**src/design/tpc_ram.sv**
```systemverilog
// Generic single-write, single-read RAM with registered read data.
`default_nettype none

module tpc_ram #(
  parameter int WIDTH = 8,
  parameter int DEPTH = 256
) (
  input  wire logic                                      clk,
  input  wire logic                                      wr_en,
  input  wire logic [(DEPTH > 1 ? $clog2(DEPTH) : 1)-1:0] wr_addr,
  input  wire logic [WIDTH-1:0]                          wr_data,
  input  wire logic [(DEPTH > 1 ? $clog2(DEPTH) : 1)-1:0] rd_addr,
  output logic      [WIDTH-1:0]                          rd_data
);

  logic [WIDTH-1:0] mem [DEPTH];

  // Write port and registered read port
  always_ff @(posedge clk) begin
    if (wr_en) begin
      mem[wr_addr] <= wr_data;
    end
    rd_data <= mem[rd_addr];
  end

endmodule

`default_nettype wire

```
**config.mk**
```make
export PLATFORM = sky130hd
export DESIGN_NAME = tpc_ram
export DESIGN_NICKNAME = d
export VERILOG_FILES = /design/src/design/tpc_ram.sv
export SDC_FILE = /design/constraint.sdc
export NUM_CORES = 2
export LEC_CHECK = 0
export BUFFER_PORTS_ARGS = -buffer_cell sky130_fd_sc_hd__buf_2
export CAP_MARGIN = 30
export CORE_MARGIN = 2
export CORE_UTILIZATION = 63
export DETAILED_ROUTE_END_ITERATION = 10
export PLACE_DENSITY = 0.79
export SETUP_SLACK_MARGIN = 0.15
export SLEW_MARGIN = 30
export SYNTH_ARGS = -nofsm -noshare
export SYNTH_HDL_FRONTEND = slang
export SYNTH_SLANG_ARGS = --single-unit
export TNS_END_PERCENT = 1
```
**constraint.sdc**
```tcl
create_clock -name clk -period 2.52 [get_ports clk]
set_input_delay 0 -clock clk [delete_from_list [all_inputs] [get_ports clk]]
set_output_delay 0 -clock clk [all_outputs]
set_load 0.01 [all_outputs]
```
==> impl_metrics.ini <==
[timing]
drv_slew = 0
setup_viol = 0
fin_ws_ns = 0.0420
period_minus_slack_ns = 2.48
max_freq_mhz = 404
slew_headroom = 0.385
worstMarginPinSlew_ns = 0.922
hold_violations = 0
rsz0062_at_grt = true
holdWs_ns = 0.0822
period_share = 0.983
fin_setup_tns_ns = 0
finClkSkew_ns = 0.0427

[floorplan]
io_pins = 34
die-area_um2 = 129000
die_w_um = 359
fp-row-count = 130
initial_core_util = 0.634
fp.coreArea_um2 = 125000
die_h_um = 359

[routing]
routed-wl-met3_um = 28000
highest_layer = met5
vias_per_cell = 6.94
ant_nets = 0
wire_per_inst_um = 33.3
wl_met2_um = 97500
drc = 0
first_iter_violations = 7820
routed_wl_um = 204000
dr_total_vias = 42500
met1_length_um = 69800
first_pass_iters = 10

[final_layout]
drive_gt1_frac = 0.300
mostFrequentLayoutCells = 2,048 x edfxtp_1, 492 x buf_4, 454 x mux4_2, 279 x nor2_1, 196 x clkbuf_16
nets = 4330
syn_to_final_growth_pct = 15.4
final_common_cell = edfxtp_1

[global_route]
grt_overflow = 0
grt_use_total = 0.318
grt_first_pass_wirelength_um = 295000
grt_pass1_vias = 42800
grt_start_max_net_pins = 105
antenna_found_initial = 11

[power]
peakVddDrop_mv = 0.838
powerDensity_nw_per_um2 = 756
p_leak_uw = 0.0296

[worst_setup_path]
slowest_delay_ns = 0.63
reg2reg_slack_ns = 0.04
critPathRequiredTime_ns = 3.22
critPathTopFamily = simple AND/OR/NAND/NOR gates
startpoint_type = register
critPathKind = register to register
endpoint_kind = register
crit_chain = mux4_2, nor2b_1, a211oi_1, nor3_1, nor4_4, buf_4, nor4_1
cp_slowest_cell = mux4_2
crit_fanout = 1
crit_buf_inv = 1
cp_data_arrival_time_ns = 3.18

[placed_design]
io_buffers = 33
dpl_worst_slack_ns = -0.543
gp_congestion = 0.889
hpwl_um = 125000

[synth]
synth_cells = 3733
synthArstFlopShare = 0
ys_ff_latch = 2056
syn_area_per_cell_um2 = 21.3
synth-edff-count = 2048
yosysWarningCount = 0
synth.distinct_cells = 55
seq_area_frac_synth = 0.775
ys.flop_type = edfxtp_1
synthesis.nets = 3759
synth_area_um2 = 79600

[clock_tree]
numCtsBuffers = 193
cts_tree = done
cts_setup_buffers = 0
clock_latency_ns = 0.83
clockBufferDepth = 3
path_clk_slew_ns = 0.06
cts_sinks = 2056
cts-htree-levels = 4
cts_root_buffer = clkbuf_16

[job]
maxCapViolCount = 0

[worst_hold_path]
hold_path.class = input port to register

[outcome]
status = complete, no violations
per-stage QoR:
stage,util,cells,cell area (um^2),power (uW)
2_1_floorplan,-,3733,79600,40300
3_3_place_gp,0.682,5741,85500,42100
3_5_place_dp,0.682,5741,85500,42200
4_1_cts,0.731,6114,91700,69500
5_1_grt,0.732,6115,91800,70900
6_report,0.732,6119,91800,69400
layer usage:
metal | GRT usage | up-vias
li1 | - | 16800
met1 | 0.442 | 21700
met2 | 0.495 | 3458
met3 | 0.0814 | 524
met4 | 0.123 | 8
met5 | 0 | -
cells in the mapped netlist (2+ instances only):
master,count,area share
nand2_1,33,0.0016
nor2b_1,31,0.0024
nor2_1,282,0.013
o221ai_1,46,0.0051
buf_4,27,0.0025
a22oi_1,133,0.013
or2_2,4,0.00031
a2111oi_0,2,0.00022
a2111oi_1,2,0.00025
o22ai_1,28,0.0022
o21ai_1,2,0.00013
buf_6,21,0.0030
a311oi_1,2,0.00022
mux4_2,454,0.13
nand3b_1,2,0.00019
mux4_1,2,0.00066
o21ai_0,10,0.00063
a31oi_1,2,0.00016
and3b_1,2,0.00022
and2_1,6,0.00047
buf_8,13,0.0025
nand2b_1,8,0.00063
mux2i_1,134,0.017
buf_1,22,0.0010
nand3_1,34,0.0021
a221oi_1,13,0.0014
buf_12,8,0.0020
a22o_1,8,0.00088
nor4_1,24,0.0019
nor4_2,3,0.00047
o211ai_1,10,0.00094
o32ai_1,4,0.00044
buf_2,31,0.0020
clkbuf_1,111,0.0052
a211oi_1,16,0.0015
edfxtp_1,2048,0.77
nand4_1,10,0.00079
nor3_1,22,0.0014
a21oi_1,96,0.0060
o22a_1,5,0.00055
dfxtp_1,8,0.0020
worst reg2reg max path, cell delays in order (launching register included):
cell      delay [ns]
edfxtp_1        0.52
mux4_2          0.63
nor2b_1         0.20
a211oi_1        0.23
nor3_1          0.12
nor4_4          0.43
buf_4           0.18
nor4_1          0.04
area by class of cell:
cell class                      count  area [um^2]
Sequential cell                  2056        61700
Clock buffer                      248         5110
Antenna cell                        5         12.5
Inverter                            2         7.51
Tap cell                         1650         2060
Clock inverter                    107          887
Multi-Input combinational cell   1442        16600
Timing Repair Buffer              609         5470
Fill cell                        6586        33600
report_power, final:
group	total [uW]	leakage, uW	switching (uW)	internal, uW
registers	37800	0.0185	83.4	37700
logic	3830	0.00821	2350	1480
clock network	27800	0.00292	12500	15300
total	69400	0.0296	14900	54500
final timing paths:
path / cells past startpoint / to / startpoint
setup / recovery: 7 / rd_data[1] / mem[101][1]
hold / removal: 4 / mem[220][2] / wr_en
setup reg to reg: 7 / rd_data[1] / mem[101][1]
hold reg to reg: 7 / rd_data[6] / mem[20][6]
logic make-up after synthesis:
logic type,share of synthesized area
AOI/OAI and AO/OA,0.0342
DFF,0.775
muxes,0.146
buffers and inverters,0.0183
and+or+nand+nor,0.0263
registers in the layout (all words and copies together) (netlist names):
| name | count |
|---|---|
| mem | 2048 |
| rd_data | 8 |
repair_timing:
action / 4_1_cts / 5_1_grt
resized for setup: 7 / 12
setup endpoints to repair: 7 / 7
gates cloned: 0 / 0
endpoints found under the hold margin: 1238 / 0
hold buffers: 18 / 0
pin swaps: 0 / 4
Power figures use the tool's default switching activity.
